===== config.mk =====
export PLATFORM = sky130hd
export DESIGN_NAME = serial_command_frame_checker_core
export DESIGN_NICKNAME = d
export VERILOG_FILES = /design/src/rtl/scfc_pkg.sv /design/src/rtl/scfc_eval.sv /design/src/rtl/serial_command_frame_checker_core.sv
export SDC_FILE = /design/constraint.sdc
export NUM_CORES = 1
export LEC_CHECK = 0
export BUFFER_PORTS_ARGS = -buffer_cell sky130_fd_sc_hd__buf_2
export CORE_ASPECT_RATIO = 0.7
export CORE_MARGIN = 8
export CORE_UTILIZATION = 60
export CTS_CLUSTER_DIAMETER = 200
export DETAILED_ROUTE_END_ITERATION = 10
export GPL_ROUTABILITY_DRIVEN = 0
export PLACE_DENSITY = 0.84
export SLEW_MARGIN = 15
export SYNTH_ARGS = -nofsm -noshare
export SYNTH_HDL_FRONTEND = slang
export SYNTH_SLANG_ARGS = --single-unit

===== constraint.sdc =====
create_clock -name clk -period 6.3 [get_ports clk]
set_input_delay 0.63 -clock clk [delete_from_list [all_inputs] [get_ports clk]]
set_output_delay 0.63 -clock clk [all_outputs]
set_load 0.005 [all_outputs]

===== src/rtl/scfc_pkg.sv =====
// Package for the serial command frame checker.
// Holds frame codes, limits and the evaluation result type; no dependencies.
package scfc_pkg;

	localparam int FRAME_BYTES = 7;
	localparam int POS_W = $clog2(FRAME_BYTES);
	localparam int REPLY_BYTES = 6;
	localparam int CNT_W = $clog2(REPLY_BYTES);
	localparam logic [CNT_W-1:0] REPLY_LAST = CNT_W'(REPLY_BYTES - 1);

	localparam logic [7:0] END_MARK = 8'h03;
	localparam logic [7:0] START_MARK = 8'h02;
	localparam logic [7:0] REPLY_LEN = 8'h01;
	localparam logic [7:0] ST_OK = 8'hAA;
	localparam logic [7:0] ST_BAD_SUM = 8'hFF;
	localparam logic [7:0] ST_BAD_VAL = 8'h55;

	localparam logic [7:0] LEN_ONE = 8'h01;
	localparam logic [7:0] LEN_TWO = 8'h02;
	localparam logic [7:0] OP_ON = 8'h01;
	localparam logic [7:0] OP_SET_FREQ = 8'h02;
	localparam logic [7:0] OP_OFF = 8'h03;

	localparam logic [11:0] FREQ_LOW = 12'h00A;
	localparam logic [11:0] FREQ_HIGH = 12'h3E8;

	typedef enum logic [1:0] {
		ACT_NONE = 2'd0,
		ACT_ON = 2'd1,
		ACT_GEN = 2'd2,
		ACT_OFF = 2'd3
	} action_t;

	typedef logic [7:0] byte_t;

	typedef struct packed {
		logic [7:0] opcode;
		logic [7:0] status;
		logic [7:0] check;
		action_t action;
		logic [9:0] freq_out;
		logic freq_we;
		logic [9:0] freq_new;
	} eval_t;

endpackage


===== src/rtl/scfc_eval.sv =====
// Frame evaluation: checksum, value check, frequency update and reply fields.
// Depends on scfc_pkg.
module scfc_eval import scfc_pkg::*; (
	input byte_t frame [FRAME_BYTES],
	input logic [9:0] freq_cur,
	output eval_t res
);

	byte_t x4;
	byte_t x5;
	logic sum_ok;
	logic val_ok;
	logic in_range;
	logic [11:0] f;
	logic [9:0] freq_new;
	byte_t status;
	action_t act;

	always_comb begin
		x4 = frame[0] ^ frame[1] ^ frame[2] ^ frame[3];
		x5 = x4 ^ frame[4];
		if (frame[2] == LEN_ONE) begin
			sum_ok = (frame[4] == x4);
		end else if (frame[2] == LEN_TWO) begin
			sum_ok = (frame[5] == x5);
		end else begin
			sum_ok = 1'b0;
		end

		if (frame[2] == LEN_ONE) begin
			f = {4'b0, frame[3]};
		end else if (frame[2] == LEN_TWO) begin
			f = {frame[3], 4'b0} | {4'b0, frame[4]};
		end else begin
			f = {2'b0, freq_cur};
		end
		in_range = (f >= FREQ_LOW) && (f <= FREQ_HIGH);
		freq_new = in_range ? f[9:0] : 10'd0;

		if (frame[1] == OP_SET_FREQ) begin
			val_ok = in_range;
		end else begin
			val_ok = (frame[2] == LEN_ONE) && (frame[3] == 8'h00);
		end

		if (!sum_ok) begin
			status = ST_BAD_SUM;
		end else if (!val_ok) begin
			status = ST_BAD_VAL;
		end else begin
			status = ST_OK;
		end

		act = ACT_NONE;
		if (sum_ok && val_ok) begin
			if (frame[1] == OP_ON) begin
				act = ACT_ON;
			end else if (frame[1] == OP_SET_FREQ) begin
				act = ACT_GEN;
			end else if (frame[1] == OP_OFF) begin
				act = ACT_OFF;
			end
		end

		res.opcode = frame[1];
		res.status = status;
		res.check = START_MARK ^ frame[1] ^ REPLY_LEN ^ status;
		res.action = act;
		res.freq_out = (act == ACT_GEN) ? freq_new : 10'd0;
		res.freq_we = (frame[1] == OP_SET_FREQ);
		res.freq_new = freq_new;
	end

endmodule


===== src/rtl/serial_command_frame_checker_core.sv =====
// Serial command frame checker top level: frame store, evaluation stage and reply sender.
// Depends on scfc_pkg and scfc_eval.
// The closing 0x03 word registers into close_s1, then the reply registers and rvalid_q load.
// One input word per cycle; each closed frame sends six reply words, one per cycle
// while m_tready is high; input stalls only while a closed frame waits for the previous reply.
// Reset clears the write position, stored frequency and handshake state; the store is not reset.
module serial_command_frame_checker_core import scfc_pkg::*; (
	input logic clk,
	input logic arst_n,
	input logic s_tvalid,
	output logic s_tready,
	input logic [7:0] s_tdata, // [7:0] rx_byte
	output logic m_tvalid,
	input logic m_tready,
	output logic [23:0] m_tdata, // [7:0] tx_byte, [17:8] frequency_out, [23:18] zero
	output logic m_tlast, // last_byte
	output logic [1:0] m_tuser // [1:0] action
);

	byte_t frame_q [FRAME_BYTES];
	logic [POS_W-1:0] wp_q;
	logic [9:0] freq_q;
	logic close_s1;
	logic rvalid_q;
	logic [CNT_W-1:0] cnt_q;
	byte_t opcode_q;
	byte_t status_q;
	byte_t check_q;
	action_t action_q;
	logic [9:0] fout_q;

	eval_t ev;
	logic in_acc;
	logic out_acc;
	logic load;
	logic closing;
	byte_t tx;

	scfc_eval u_eval (
		.frame(frame_q),
		.freq_cur(freq_q),
		.res(ev)
	);

	assign out_acc = m_tvalid && m_tready;
	assign load = close_s1 && (!rvalid_q || (out_acc && cnt_q == REPLY_LAST));
	assign s_tready = !close_s1 || load;
	assign in_acc = s_tvalid && s_tready;
	assign closing = (s_tdata == END_MARK) &&
		((wp_q == POS_W'(FRAME_BYTES - 2)) || (wp_q == POS_W'(FRAME_BYTES - 1)));

	always_ff @(posedge clk) begin
		if (in_acc) begin
			frame_q[wp_q] <= s_tdata;
		end
		if (load) begin
			opcode_q <= ev.opcode;
			status_q <= ev.status;
			check_q <= ev.check;
			action_q <= ev.action;
			fout_q <= ev.freq_out;
		end
	end

	always_ff @(posedge clk or negedge arst_n) begin
		if (!arst_n) begin
			wp_q <= '0;
			freq_q <= '0;
			close_s1 <= 1'b0;
			rvalid_q <= 1'b0;
			cnt_q <= '0;
		end else begin
			if (in_acc) begin
				if (closing || wp_q == POS_W'(FRAME_BYTES - 1)) begin
					wp_q <= '0;
				end else begin
					wp_q <= wp_q + POS_W'(1);
				end
				close_s1 <= closing;
			end else if (load) begin
				close_s1 <= 1'b0;
			end
			if (load && ev.freq_we) begin
				freq_q <= ev.freq_new;
			end
			if (load) begin
				rvalid_q <= 1'b1;
				cnt_q <= '0;
			end else if (out_acc) begin
				if (cnt_q == REPLY_LAST) begin
					rvalid_q <= 1'b0;
					cnt_q <= '0;
				end else begin
					cnt_q <= cnt_q + CNT_W'(1);
				end
			end
		end
	end

	always_comb begin
		case (cnt_q)
			CNT_W'(0): tx = START_MARK;
			CNT_W'(1): tx = opcode_q;
			CNT_W'(2): tx = REPLY_LEN;
			CNT_W'(3): tx = status_q;
			CNT_W'(4): tx = check_q;
			default: tx = END_MARK;
		endcase
	end

	assign m_tvalid = rvalid_q;
	assign m_tdata = {6'b0, (cnt_q == '0) ? fout_q : 10'd0, tx};
	assign m_tlast = (cnt_q == REPLY_LAST);
	assign m_tuser = (cnt_q == '0) ? action_q : ACT_NONE;

	a_cnt_range: assert property (@(posedge clk) disable iff (!arst_n)
		rvalid_q |-> (cnt_q <= REPLY_LAST))
		else $error("reply counter out of range");

	a_stall_cause: assert property (@(posedge clk) disable iff (!arst_n)
		!s_tready |-> (close_s1 && rvalid_q))
		else $error("input stalled without a waiting frame");

	a_wp_range: assert property (@(posedge clk) disable iff (!arst_n)
		wp_q <= POS_W'(FRAME_BYTES - 1))
		else $error("write position out of range");

	a_close_resets_wp: assert property (@(posedge clk) disable iff (!arst_n)
		(in_acc && closing) |=> (wp_q == '0 && close_s1))
		else $error("frame close did not restart the store");

endmodule

==> impl_results.md, run 1 <==
* Run status: completed
* Vias after detailed routing at 3402
* Port Buffers at 34
* Yosys top cell by area: edfxtp_1
* Leakage at 0.00200 uW
* DR vias/cell at 6.20
* Worst r2r src: frame_q[37]$_DFFE_PP_
* Crit Reg-Reg Endpoint: check_q[6]$_DFFE_PP_
* Worst Path Arrival at 3.65 ns
* Top post-synthesis cells by area: edfxtp_1 (47%), dfrtp_1 (9.0%), xnor2_1 (3.8%), nand2_1 (2.8%), xnor3_1 (2.2%)
* Antenna cells at 0
* Detailed placer's ending HPWL at 7.98 mm
* EDFF count, synth at 78
* Area growth from synthesis to layout at 10.2%
* Clock Sink Count at 96
* CP startpoint kind: flop
* Worst-Margin Slew at 1.13 ns
* # IOs at 41
* FILL cells at 614
* Drc violations at 0
* Endpoints failing setup at 0
* Setup TNS at 0 ns
* Placed cell area at 5220 um^2
* Cts bufs inserted at 9
* Commonest cells after routing, fill and taps aside: edfxtp_1 (78), nand2_1 (37), buf_2 (34)
* Avg Inst Size Synth at 12.3 um^2
* Root Driver: clkbuf_16
* Global-route wire length before repair at 17.5 mm
* Hold-fix buffers, CTS at 0
* Final worst-path cycle share at 56.4%
* Full die area at 11600 um^2
* Post_cts resized at 0
* Clk slew on worst S/H paths at 0.06 ns
* Seq cells post-synth at 96
* Share of layout cells above drive strength 1 at 18.5%
* H-tree levels at 3
* Clock Skew at 0.00667 ns
* DRT iter0 DRCs at 389
* Pre-Repair DR Iteration Count at 5
* Hold Vio Cnt, Final at 0
* CP Max Fanout at 11
* R2R cell count at 8
* Post-CTS Setup Inserts at 0
* Mapped cell area at 5020 um^2
* Clk Latency, worst-skew pair at 0.34 ns
* Yosys cell types at 76
* Max Cap Viol at 0
* Rows at 28
* WL per Instance at 19.8 um
* Post-synth top area share at 46.7%
* Synth warn at 0
* Seq/Total Area, Yosys at 55.6%
* Final Critical Period at 3.56 ns
* Slew Viols, Final at 0
* Core ar. at 8300 um^2
* Tightest Hold Check Type: in -> async
* Longest Clk Path Bufs at 2
* Worst slew margin at 24.0%
* CTS tree: done
* Initial Utilization at 60.4%
* PD cells at 317 nW/um^2
* CP Capture Type: flop
* Critical path type: reg -> reg
* Nets at 455
* Data required time at the worst endpoint at 6.39 ns
* Post-Syn Instances at 408
* DIE WIDTH at 125 um
* Commonest non-fill, non-tap cell in the layout: edfxtp_1
* RSZ-0062 raised after global routing: false
* Die Span Y at 92.5 um
* Total routed wirelength at 10.9 mm
* Total Power at 1750 uW
* Overflow after GRT at 0
* Most common flop cell mapped by yosys: edfxtp_1
* Initial antenna violation count at 0
* F_max at 281 MHz
* Vias in the first global route at 3263
* Pin count of the biggest net entering global routing at 32
* Peak VDD IR at 273 uV
* Finished Cell Area at 5530 um^2
* GRT Total Usage at 19.4%
* Post-route ant nets at 0
* Async SR Flop Fraction at 18.8%
* Reg2Reg Setup Slack at 2.74 ns
==> Yosys cell counts (all sizes together), types with 7 or more instances <==
| library cell | n |
|---|---|
| buf | 16 |
| edfxtp | 78 |
| xor2 | 10 |
| o31ai | 10 |
| clkbuf | 8 |
| o21ai | 18 |
| dfrtp | 18 |
| nor2 | 30 |
| a22oi | 11 |
| nor3 | 13 |
| nand3 | 7 |
| and2 | 17 |
| inv | 9 |
| xnor2 | 22 |
| nand2 | 37 |
| nor4 | 13 |
==> flip-flops by register name, indices dropped and copies added (netlist names) <==
signal	flops
close_s1	1
freq_q	10
cnt_q	3
action_q	2
frame_q	48
fout_q	10
m_tvalid	1
wp_q	3
status_q	2
check_q	8
opcode_q	8
==> kinds of logic (layout without fill, tap and decap cells) <==
| logic type | after synthesis | in the layout | share of synthesized area [%] |
|---|---|---|---|
| simple gates | 153 | 153 | 17.1 |
| flops | 96 | 96 | 55.6 |
| compound gates | 79 | 79 | 12.6 |
| xor+xnor | 40 | 40 | 9.30 |
| buf+inv | 33 | 64 | 3.84 |
| fa+ha+maj | 4 | 4 | 0.997 |
| mux | 2 | 2 | 0.424 |
| other cells | 1 | 6 | 0.0747 |
==> worst max-delay path by stage <==
stage                                      from                 endpoint  slack [ns]  cells past startpoint
after CTS                 frame_q[37]$_DFFE_PP_     check_q[6]$_DFFE_PP_        2.76                      8
after detailed placement  frame_q[37]$_DFFE_PP_     check_q[6]$_DFFE_PP_        2.78                      8
after floorplan           frame_q[37]$_DFFE_PP_     check_q[1]$_DFFE_PP_        3.43                      9
final                     frame_q[37]$_DFFE_PP_     check_q[6]$_DFFE_PP_        2.74                      8
after global routing      frame_q[37]$_DFFE_PP_     check_q[6]$_DFFE_PP_        2.48                      8
after global placement    frame_q[32]$_DFFE_PP_  fout_q[0]$_SDFFCE_PP0P_        2.93                      8
==> metrics by stage <==
stage / hold slack, ns / cells / util, % / worst slack (ns)
final: 0.264 / 549 / 66.6 / 2.74
after detailed placement: 0.533 / 533 / 62.8 / 2.78
after floorplan: 0.334 / 413 / - / 3.43
after global routing: 0.281 / 549 / 66.6 / 2.48
after global placement: 0.527 / 533 / 62.8 / 2.93
after CTS: 0.270 / 549 / 66.6 / 2.76
==> routing by layer <==
layer	wire, um	vias to the layer above	global-route usage [%]
met4	110	0	5.55
met2	4870	134	30.1
met5	0	-	0
met3	857	11	5.22
met1	5030	1672	26.6
li1	-	1585	-
==> critical path, stage by stage (launching register included) <==
cell and delay (ns):
edfxtp_1 0.44, nor4_2 0.87, nand3_1 0.28, a221oi_1 0.63, or4_4 0.24, o22ai_4 0.07, a211oi_4 0.38, o21bai_1 0.10
mux2_2 0.29
==> final cells by class <==
cell class | count | area (um^2) | share of cell area [%]
multi-input combinational | 284 | 2050 | 37.1
timing repair buffer | 39 | 208 | 3.76
sequential | 96 | 2790 | 50.5
tap | 105 | 131 | 2.38
inverter | 9 | 33.8 | 0.611
clock inverter | 6 | 83.8 | 1.52
clock buffer | 10 | 229 | 4.14
==> where the power goes <==
| part | internal [uW] | switching, uW |
|---|---|---|
| clock | 345 | 213 |
| sequential | 749 | 81.7 |
| combinational | 170 | 192 |
(Power assumes the default switching activity.)
==> run 2, diff against run 1 <==
- clock period: 6.3 -> 3.56 ns (I/O delays scaled with it)
==> impl_results.md, run 2 (synthesized netlist as in run 1, its figures left out) <==
* Full die area at 11600 um^2 (unchanged)
* DR vias/cell at 6.01 (-3.0%)
* Initial antenna violation count at 0 (unchanged)
* Hold Vio Cnt, Final at 0 (unchanged)
* Clock Sink Count at 96 (unchanged)
* F_max at 306 MHz (+8.7%)
* Final Util at 66.6% (about the same)
* Nets at 462 (+1.5%)
* Worst hold stages at 3
* CP max stage cell: or4_1
* DIE WIDTH at 125 um (unchanged)
* Worst slew margin at 36.0% (+12 points)
* Post_cts resized at 0 (unchanged)
* Initial Utilization at 60.4% (unchanged)
* Worst-Margin Slew at 0.953 ns (-0.179 ns)
* Cts bufs inserted at 9 (unchanged)
* Crit Reg-Reg Endpoint: check_q[5]$_DFFE_PP_
* Data required time at the worst endpoint at 3.64 ns (-2.75 ns)
* Largest register FFs at 48 (unchanged)
* Peak VDD IR at 441 uV (+62%)
* Slew Viols, Final at 0 (unchanged)
* Root Driver: clkbuf_16
* Reg2Reg Setup Slack at 0.29 ns (-2.46 ns)
* Hold-fix buffers, CTS at 1 (+1)
* Commonest cells after routing, fill and taps aside: edfxtp_1 (78), nand2_1 (37), buf_2 (34)
* Core ar. at 8300 um^2 (unchanged)
* Worst Path Arrival at 3.35 ns (-0.30 ns)
* Clk Latency, worst-skew pair at 0.34 ns (about the same)
* Drc violations at 0 (unchanged)
* Leakage at 0.00201 uW (+0.68%)
* Commonest non-fill, non-tap cell in the layout: edfxtp_1
* Longest Clk Path Bufs at 2 (unchanged)
* Antenna cells at 0 (unchanged)
* Rows at 28 (unchanged)
* Die Span Y at 92.5 um (unchanged)
* CP Max Fanout at 12 (+1)
* Largest regs: frame_q (48), fout_q (10), freq_q (10)
* CTS tree: done
* Worst hold start: s_tvalid
* WHS at 0.291 ns (+0.0264 ns)
* Setup TNS at 0 ns (unchanged)
* Post-route ant nets at 0 (unchanged)
* Hold endpoint: close_s1$_DFFE_PN0P_
* Clk slew on worst S/H paths at 0.06 ns (about the same)
* H-tree levels at 3 (unchanged)
* Critical path type: reg -> reg
* Global-route wire length before repair at 17.4 mm (-0.47%)
* Critical path buffers and inverters at 0 (unchanged)
* Final worst-path cycle share at 91.9% (+35 points)
* Vias after detailed routing at 3343 (-1.7%)
* GRT Total Usage at 19.5% (+0.033 points)
* Tightest Hold Check Type: in -> reg
* FILL cells at 618 (+0.65%)
* Endpoints failing setup at 0 (unchanged)
* DRT iter0 DRCs at 240 (-38%)
* Run status: completed
* Overflow after GRT at 0 (unchanged)
* Final Critical Period at 3.27 ns (-0.285 ns)
* R2R cell count at 8 (unchanged)
* Worst r2r src: frame_q[37]$_DFFE_PP_
* Detailed placer's ending HPWL at 8.16 mm (+2.3%)
* Pin count of the biggest net entering global routing at 32 (unchanged)
* Max Cap Viol at 0 (unchanged)
* Crit-path cells: or4_1 -> nor2_4 -> o211ai_1 -> or4_4 -> o22ai_4 -> a211oi_4 -> nor3_4 -> xnor2_1
* Clock Skew at 0.00632 ns (-0.000353 ns)
* CP delay by family, top: simple AND/OR/NAND/NOR gates
* CP startpoint kind: flop
* Total routed wirelength at 10.8 mm (-0.47%)
* Worst path max stage delay at 0.70 ns (-0.17 ns)
* Reg with most FFs: frame_q
* Worst setup path startpoint: frame_q[37]$_DFFE_PP_
* # IOs at 41 (unchanged)
* WL per Instance at 19.5 um (-1.7%)
* Area growth from synthesis to layout at 10.1% (about the same)
* RSZ-0062 raised after global routing: false
* PD cells at 535 nW/um^2 (+69%)
* Port Buffers at 34 (unchanged)
* Share of layout cells above drive strength 1 at 18.8% (+0.38 points)
* Post-CTS Setup Inserts at 0 (unchanged)
* CP Capture Type: flop
* Pre-Repair DR Iteration Count at 4 (-1)
* Vias in the first global route at 3261 (-0.061%)
[run 2: cell types whose count changed in the layout (fill, tap and decap cells not counted), moves of 2 or more]
cell / before / now
buf_4: 5 / 11
clkbuf_1: 1 / 5
clkinvlp_4: 2 / 0
bufinv_16: 2 / 0
[run 2: final cells by class]
cell class,count,area (um^2),share of cell area (%)
multi-input combinational,284,2050,37.1
clock inverter,2,10.0,0.181
sequential,96,2790,50.5
clock buffer,14,244,4.41
inverter,9,33.8,0.611
timing repair buffer,46,263,4.75
tap,105,131,2.38
[run 2: per-stage QoR]
step	area (um^2)	setup WS [ns]	std cells	power, uW
floorplan	5040	0.693	413	1930
global placement	5260	0.437	539	2100
detailed placement	5260	0.301	539	2130
CTS	5530	0.284	556	2970
global route	5530	0.150	556	3100
finish	5530	0.290	556	2950
[run 2: routing by layer]
metal	GRT usage [%]	up-vias	wire length, um
met3	5.11	14	858
li1	-	1591	-
met1	26.9	1599	5080
met2	29.2	139	4750
met5	0	-	0
met4	6.96	0	135
[run 2: worst min-delay path, stage by stage]
cell and delay [ns]:
buf_2 0.10, nand2_1 0.06, nand2_1 0.07
[run 2: worst max-delay path by stage]
stage,to,slack [ns],depth (start not counted)
6_report,check_q[5]$_DFFE_PP_,0.29,8
5_1_grt,check_q[5]$_DFFE_PP_,0.15,8
4_1_cts,check_q[5]$_DFFE_PP_,0.28,8
3_5_place_dp,check_q[5]$_DFFE_PP_,0.30,8
3_3_place_gp,check_q[1]$_DFFE_PP_,0.44,8
2_1_floorplan,check_q[1]$_DFFE_PP_,0.69,9
[run 2: power by group]
part           total, uW  switching (uW)  internal (uW)  leakage (uW)
combinational        661             353            308      0.000912
clock                841             369            472      0.000125
sequential          1450             127           1320      0.000974
==> run 3, diff against run 2 <==
- CELL_PAD_IN_SITES_DETAIL_PLACEMENT: default -> 1
- CELL_PAD_IN_SITES_GLOBAL_PLACEMENT: default -> 1
- CORE_UTILIZATION: 60 -> 49
==> impl_results.md, run 3 (synthesized netlist as in run 1, its figures left out) <==
* Full die area at 13800 um^2 (+19%)
* PD cells at 543 nW/um^2 (+1.6%)
* Worst Path Arrival at 3.37 ns (+0.02 ns)
* Commonest non-fill, non-tap cell in the layout: edfxtp_1
* Reg with most FFs: frame_q
* Comb power frac at 23.0% (+0.6 points)
* Data required time at the worst endpoint at 3.65 ns (about the same)
* Final Critical Period at 3.28 ns (+0.00503 ns)
* Endpoints failing setup at 0 (unchanged)
* Pre-Repair DR Iteration Count at 4 (unchanged)
* Total routed wirelength at 12.8 mm (+19%)
* Tightest Hold Check Type: in -> reg
* RSZ-0062 raised after global routing: false
* Clock Skew at 0.00601 ns (-0.000310 ns)
* Share of layout cells above drive strength 1 at 20.0% (+1.2 points)
* Detailed placer's ending HPWL at 9.67 mm (+18%)
* Commonest cells after routing, fill and taps aside: edfxtp_1 (78), nand2_1 (37), buf_2 (34)
* Die Span Y at 101 um (+8.8%)
* DR vias/cell at 5.94 (-1.3%)
* Drc violations at 0 (unchanged)
* Core ar. at 10200 um^2 (+22%)
* Run status: completed
* Largest register FFs at 48 (unchanged)
* CTS tree: done
* Worst-Margin Slew at 0.800 ns (-0.153 ns)
* Slew Viols, Final at 0 (unchanged)
* CP Max Fanout at 14 (+2)
* Setup TNS at 0 ns (unchanged)
* Longest Clk Path Bufs at 2 (unchanged)
* DRT iter0 DRCs at 407 (+70%)
* DIE WIDTH at 137 um (+9.3%)
* Cts bufs inserted at 9 (unchanged)
* CP startpoint kind: flop
* Antenna cells at 0 (unchanged)
* Sw frac at 30.8% (+2.0 points)
* # IOs at 41 (unchanged)
* Clock network power share at 28.7% (+0.2 points)
* Leakage at 0.00202 uW (+0.69%)
* Area growth from synthesis to layout at 11.6%
* Final worst-path cycle share at 92.0% (+0.14 points)
* Clock Sink Count at 96 (unchanged)
* Sequential Power Share at 48.3% (-0.9 points)
* WL per Instance at 21.9 um (+13%)
* H-tree levels at 3 (unchanged)
* Initial Utilization at 49.4% (-11 points)
* Root Driver: clkbuf_16
* Switching power at 936 uW (+10%)
* Vias after detailed routing at 3478 (+4.0%)
* Overflow after GRT at 0 (unchanged)
* Clk slew on worst S/H paths at 0.06 ns (about the same)
* F_max at 305 MHz (-0.15%)
* Peak VDD IR at 404 uV (-8.5%)
* Rows at 31 (+11%)
* Clk Latency, worst-skew pair at 0.34 ns (about the same)
* Port Buffers at 34 (unchanged)
* FILL cells at 1040 (+68%)
* WHS at 0.309 ns (+0.0182 ns)
* Post-route ant nets at 0 (unchanged)
* Critical path type: reg -> reg
* Vias in the first global route at 3547 (+8.8%)
* Worst slew margin at 46.3% (+10 points)
* Int Power at 2110 uW (about the same)
* Global-route wire length before repair at 20.0 mm (+15%)
* Hold Vio Cnt, Final at 0 (unchanged)
* CP Capture Type: flop
* GRT Total Usage at 19.2% (-0.23 points)
* Max Cap Viol at 0 (unchanged)
* Pin count of the biggest net entering global routing at 22 (-31%)
* Nets at 465 (+0.65%)
* Initial antenna violation count at 0 (unchanged)
* Largest regs: frame_q (48), fout_q (10), freq_q (10)
-- run 3: cell types whose count changed in the layout (fill, tap and decap cells not counted) --
cell,before,now
clkbuf_1,5,1
buf_4,11,14
clkinv_1,0,2
clkinvlp_4,0,2
clkinv_2,2,1
clkinv_4,0,1
nand3_1,7,6
nand3_2,0,1
-- run 3: metal layers --
layer	track usage (%)	part of all wire, %	vias to the layer above
li1	-	-	1591
met1	27.7	47	1738
met2	29.0	44	135
met3	4.28	7.9	14
met4	4.08	0.85	0
met5	0	0	-
-- run 3: final timing paths --
path,cells past startpoint,startpoint,slack (ns),to
setup / recovery,8,frame_q[33]$_DFFE_PP_,0.28,check_q[6]$_DFFE_PP_
hold / removal,1,s_tdata[3],0.31,frame_q[35]$_DFFE_PP_
setup reg to reg,8,frame_q[33]$_DFFE_PP_,0.28,check_q[6]$_DFFE_PP_
hold reg to reg,1,close_s1$_DFFE_PN0P_,0.54,m_tvalid$_DFFE_PN0P_
max in group asynchronous,2,arst_n,2.73,close_s1$_DFFE_PN0P_
min in group asynchronous,2,arst_n,0.50,cnt_q[2]$_DFFE_PN0P_
-- run 3: area by class of cell --
cell class	instances	area (um^2)	area share, %
flip-flops and latches	96	2790	49.9
multi-input cells	284	2060	36.7
repair buffers	49	285	5.09
clock buffers	10	229	4.09
well taps	132	165	2.95
clock inverters	6	36.3	0.648
inverters	9	33.8	0.603
-- run 3: power by group through the flow --
stage | Clock [uW] | Combinational [uW] | Sequential, uW
floorplan | 0 | 522 | 1410
global placement | 0 | 644 | 1480
detailed placement | 0 | 688 | 1490
CTS | 888 | 695 | 1470
global route | 920 | 763 | 1480
finish | 873 | 698 | 1470
-- run 3: metrics by stage --
| stage | total power, uW | std cells | setup WS, ns | instance area [um^2] | util [%] |
|---|---|---|---|---|---|
| floorplan | 1930 | 413 | 0.693 | 5040 | - |
| global placement | 2120 | 569 | 0.444 | 5320 | 52.3 |
| detailed placement | 2180 | 569 | 0.256 | 5320 | 52.3 |
| CTS | 3050 | 586 | 0.242 | 5590 | 55.0 |
| global route | 3170 | 586 | 0.129 | 5600 | 55.1 |
| finish | 3040 | 586 | 0.285 | 5600 | 55.1 |
-- run 3: worst max-delay path: stages, from the launching register on --
cell      delay (ns)
edfxtp_1        0.58
buf_4           0.25
xnor3_1         0.48
xnor2_1         0.31
xnor2_1         0.11
nor4_1          0.35
a41oi_1         0.39
o21bai_1        0.28
mux2_2          0.26
-- run 3: repair_timing --
item | 4_1_cts | 5_1_grt
hold buffers | 1 | 0
buffers inserted | 0 | 0
resized for setup | 0 | 1
setup endpoints to repair | 0 | 1
endpoints found under the hold margin | 18 | 0
